**src/rtl/ased_fifo.sv**
```systemverilog
// Short register queue between the front end and the arithmetic back end.
module ased_fifo #(
  parameter int W     = 8,
  parameter int DEPTH = 4
) (
  input  logic         clk_i,
  input  logic         rst_ni,
  input  logic         push_i,
  input  logic [W-1:0] data_i,
  output logic         full_o,
  input  logic         pop_i,
  output logic [W-1:0] data_o,
  output logic         empty_o
);

  localparam int AW = (DEPTH > 1) ? $clog2(DEPTH) : 1;
  localparam int CW = $clog2(DEPTH + 1);
  localparam logic [AW-1:0] LAST = AW'(DEPTH - 1);
  localparam logic [CW-1:0] FULL = CW'(DEPTH);

  logic [W-1:0]  mem_q [DEPTH];
  logic [AW-1:0] wr_q, wr_d, rd_q, rd_d;
  logic [CW-1:0] cnt_q, cnt_d;

  assign full_o  = (cnt_q == FULL);
  assign empty_o = (cnt_q == '0);
  assign data_o  = mem_q[rd_q];

  always_comb begin
    wr_d  = wr_q;
    rd_d  = rd_q;
    cnt_d = cnt_q;
    if (push_i) begin
      wr_d = (wr_q == LAST) ? '0 : wr_q + AW'(1);
    end
    if (pop_i) begin
      rd_d = (rd_q == LAST) ? '0 : rd_q + AW'(1);
    end
    if (push_i && !pop_i) begin
      cnt_d = cnt_q + CW'(1);
    end else if (pop_i && !push_i) begin
      cnt_d = cnt_q - CW'(1);
    end
  end

  always_ff @(posedge clk_i or negedge rst_ni) begin
    if (!rst_ni) begin
      wr_q  <= '0;
      rd_q  <= '0;
      cnt_q <= '0;
    end else begin
      wr_q  <= wr_d;
      rd_q  <= rd_d;
      cnt_q <= cnt_d;
    end
  end

  always_ff @(posedge clk_i) begin
    if (push_i) begin
      mem_q[wr_q] <= data_i;
    end
  end

`ifndef SYNTHESIS
  a_no_overflow: assert property (@(posedge clk_i) disable iff (!rst_ni) push_i |-> !full_o)
    else $error("queue written while full");
  a_no_underflow: assert property (@(posedge clk_i) disable iff (!rst_ni) pop_i |-> !empty_o)
    else $error("queue read while empty");
  a_count_step: assert property (@(posedge clk_i) disable iff (!rst_ni)
      (push_i && !pop_i) |=> (cnt_q == $past(cnt_q) + CW'(1)))
    else $error("queue fill count lost a beat");
`endif

endmodule

```
**config.mk**
```make
export PLATFORM = sky130hd
export DESIGN_NAME = ased_fifo
export DESIGN_NICKNAME = d
export VERILOG_FILES = /design/src/rtl/ased_fifo.sv
export SDC_FILE = /design/constraint.sdc
export NUM_CORES = 1
export LEC_CHECK = 0
export BUFFER_PORTS_ARGS = -buffer_cell sky130_fd_sc_hd__buf_2
export CAP_MARGIN = 0
export CORE_MARGIN = 10
export CORE_UTILIZATION = 59
export CTS_BUF_LIST = sky130_fd_sc_hd__clkbuf_16
export CTS_CLUSTER_SIZE = 40
export DETAILED_ROUTE_END_ITERATION = 8
export PLACE_DENSITY = 0.79
export REMOVE_ABC_BUFFERS = 1
export SETUP_SLACK_MARGIN = 0.2
export SKIP_LAST_GASP = 1
export SLEW_MARGIN = 20
export SYNTH_ARGS = -nofsm -noshare
export SYNTH_HDL_FRONTEND = slang
export SYNTH_SLANG_ARGS = --single-unit
```
**constraint.sdc**
```tcl
create_clock -name clk_i -period 2.3 [get_ports clk_i]
set_input_delay 0.345 -clock clk_i [delete_from_list [all_inputs] [get_ports clk_i]]
set_output_delay 0.345 -clock clk_i [all_outputs]
set_load 0.02 [all_outputs]
```
==> key figures <==
Clock tree
  – Clock transition at path regs: around 60 ps
  – Bufs on Longest Clock Path: 2
  – # Post-CTS Setup Buffers: 0
  – Clock sinks: 39
  – # H-tree levels: 2
  – CTS tree: done
  – Root Buffer: clkbuf_16
  – Worst skew pair latency: 290 ps
  – Cts bufs inserted: 5

Timing
  – Hold WS: approximately 270 ps
  – Fmax: between 500 and 600 MHz
  – RSZ-0062 raised after global routing: no
  – Pins Over Slew Limit: 0
  – Final setup fails: 0
  – Final Skew: 5.11 ps
  – Sum Neg Setup Slack: 0 ps
  – Count of final hold-check violations: 0
  – Slew Limit Headroom: 70.5%
  – Final worst path period need: 1930 ps
  – Measured slew at the worst slew-check pin: approximately 440 ps
  – Tcrit/Tclk final: between 80 and 90%

Critical path
  – Flop-to-flop setup slack: 900 ps
  – Critical path fanouts, max: 11
  – CP required: 1960 ps
  – CP delay by family, top: flip-flops
  – Startpoint types: register
  – Worst path slowest cell: dfrtp_2
  – CP endpoint kind: primary output
  – Worst EP arrival: between 1500 and 2000 ps
  – CP max stage delay: 560 ps
  – Critical path type: register to primary output
  – Cell Chain, Critical Path: mux4_2, buf_2
  – Worst path buffer plus inverter count: 1

Job
  – Max Cap Violations: 0

Drt
  – Final WL: 2610 um
  – Post-route ant nets: 0
  – WL/cell: 19.1 um
  – Detailed-route via count: 780
  – Residual DRC: 0
  – Initial drt markers: 77
  – DR vias/cell: 5.69
  – Drt first pass iters: 4

Synth
  – Yosys warning count: 0
  – Count of cell types in the netlist: 18
  – Mean area per synthesized cell: 19.9 um^2
  – Sequential share of the synthesized area: 72.4%
  – Seq cells post-synth: 39
  – Share of Yosys cell area claimed by the top area cell type: 61.2%
  – Biggest area consumer among synthesized cells: edfxtp_1
  – Synth area leaders: edfxtp_1 (61%), mux4_2 (11%), dfrtp_1 (11%)
  – Syn Std Cell Area: 1570 um^2
  – Synth Instances: 79

Placed design
  – Number of port buffers: 21
  – Placed wire-length estimate: around 1800 um
  – Gpl congestion: 0.633

Power and ir drop
  – Total chip power: around 2.4 mW
  – Worst VDD drop: 1.08 mV
  – Lkg Pwr: about 0.71 nW
  – Power Dens Cells: 1300 nW/um^2

Global routing
  – GR Util All Layers: a little under an eighth
  – Vias in the first global route: 873
  – GRT Residual Overflow: 0
  – First-pass GRT wire length: 4240 um
  – Antenna violations before repair: 0
  – Largest net degree at the start of global routing: 13

Die
  – IO Count: 22
  – DIE AREA: 5130 um^2
  – Die W: roughly 72 um
  – # rows: 18
  – Core Region: 2500 um^2
  – Starting density of the core: a little over three fifths
  – Die height: 71.6 um

Final layout
  – Layout cells sized above 1: 37.4%
  – Antenna diodes: 0
  – Area grow syn2layout: 17.8%
  – Fillers: 159
  – Final core occ: 74.0%
  – Nets: roughly 130

Hold path
  – Type of the worst min-delay path: primary input to register

Status
  – Run status: completed
==> cell type report <==
type                       instances  area (um^2)  share of cell area, %
clock inverter                     3         16.3                  0.880
sequential                        39         1140                   61.5
timing repair buffer              22          115                   6.22
tap                               30         37.5                   2.03
multi-input combinational         33          399                   21.6
clock buffer                       5          125                   6.77
inverter                           5         18.8                   1.01
==> kinds of logic after synthesis <==
| group | share of synthesized area, % |
|---|---|
| simple gates | 3.43 |
| fa+ha+maj | 6.06 |
| xor+xnor | 1.67 |
| mux | 13.6 |
| buf+inv | 2.23 |
| flops | 72.4 |
| compound gates | 0.637 |
==> routing by layer <==
metal,routed length [um],track usage (%),share of wire [%]
met3,186,6.06,7.1
met2,1320,18.1,50
met1,1060,12.0,41
met4,48,5.16,1.8
met5,0,0,0
==> report_power, final <==
part           internal, mW  switching, mW
clock                 0.395          0.264
combinational         0.316          0.342
sequential            0.933          0.147
total                  1.64          0.753
==> synth_stat cells, drive strengths merged <==
cell type / count
xor2: 2
inv: 5
dfrtp: 7
nand2: 1
buf: 2
nor2: 2
nand3: 1
edfxtp: 32
mux2: 3
fa: 1
nor3b: 1
ha: 6
o21ai: 2
xnor2: 1
and2: 4
mux4: 8
nor3: 1
==> cells in the final DEF, fill, tap and decap left out, types with 2 or more instances in the layout <==
cell / netlist / routed
mux4_2: 8 / 8
mux2_2: 3 / 3
inv_1: 5 / 6
ha_1: 6 / 6
buf_2: 1 / 21
dfrtp_1: 7 / 6
clkbuf_16: 0 / 5
and2_1: 4 / 4
xor2_1: 2 / 2
edfxtp_1: 32 / 32
o21ai_0: 2 / 2
nor2_1: 2 / 2
==> worst reg2reg max path, cell delays in order (launching register included) <==
cell     delay (ps)
dfrtp_1         400
inv_1           120
ha_1            150
and2_1          390
==> registers in the layout, indices dropped and copies added, names as in the netlist <==
| name | flops |
|---|---|
| cnt_q | 3 |
| mem_q | 32 |
| rd_q | 2 |
| wr_q | 2 |
==> metrics by stage <==
stage               setup slack [ps]  std cells  area (um^2)
floorplan                        706         77         1550
global placement                 477        128         1700
detailed placement               447        128         1700
CTS                              348        137         1850
global route                     306        137         1850
finish                           374        137         1850
==> worst paths after layout <==
check	start	endpoint	cells past startpoint
worst max-delay path	rd_q[0]	data_o[4]	2
worst min-delay path	data_i[3]	mem_q[2][3]	1
worst max register to register	wr_q[0]	mem_q[0][4]	3
worst min register to register	cnt_q[2]	cnt_q[2]	1
max in group asynchronous	rst_ni	rd_q[0]	2
min in group asynchronous	rst_ni	cnt_q[2]	2
==> timing repair <==
action / 4_1_cts / 5_1_grt
resized for setup: 1 / 0
setup endpoints to repair: 8 / 0
hold buffers: 1 / 0
hold endpoints to repair: 7 / 0
No activity file was read; power rests on OpenSTA's default activity.
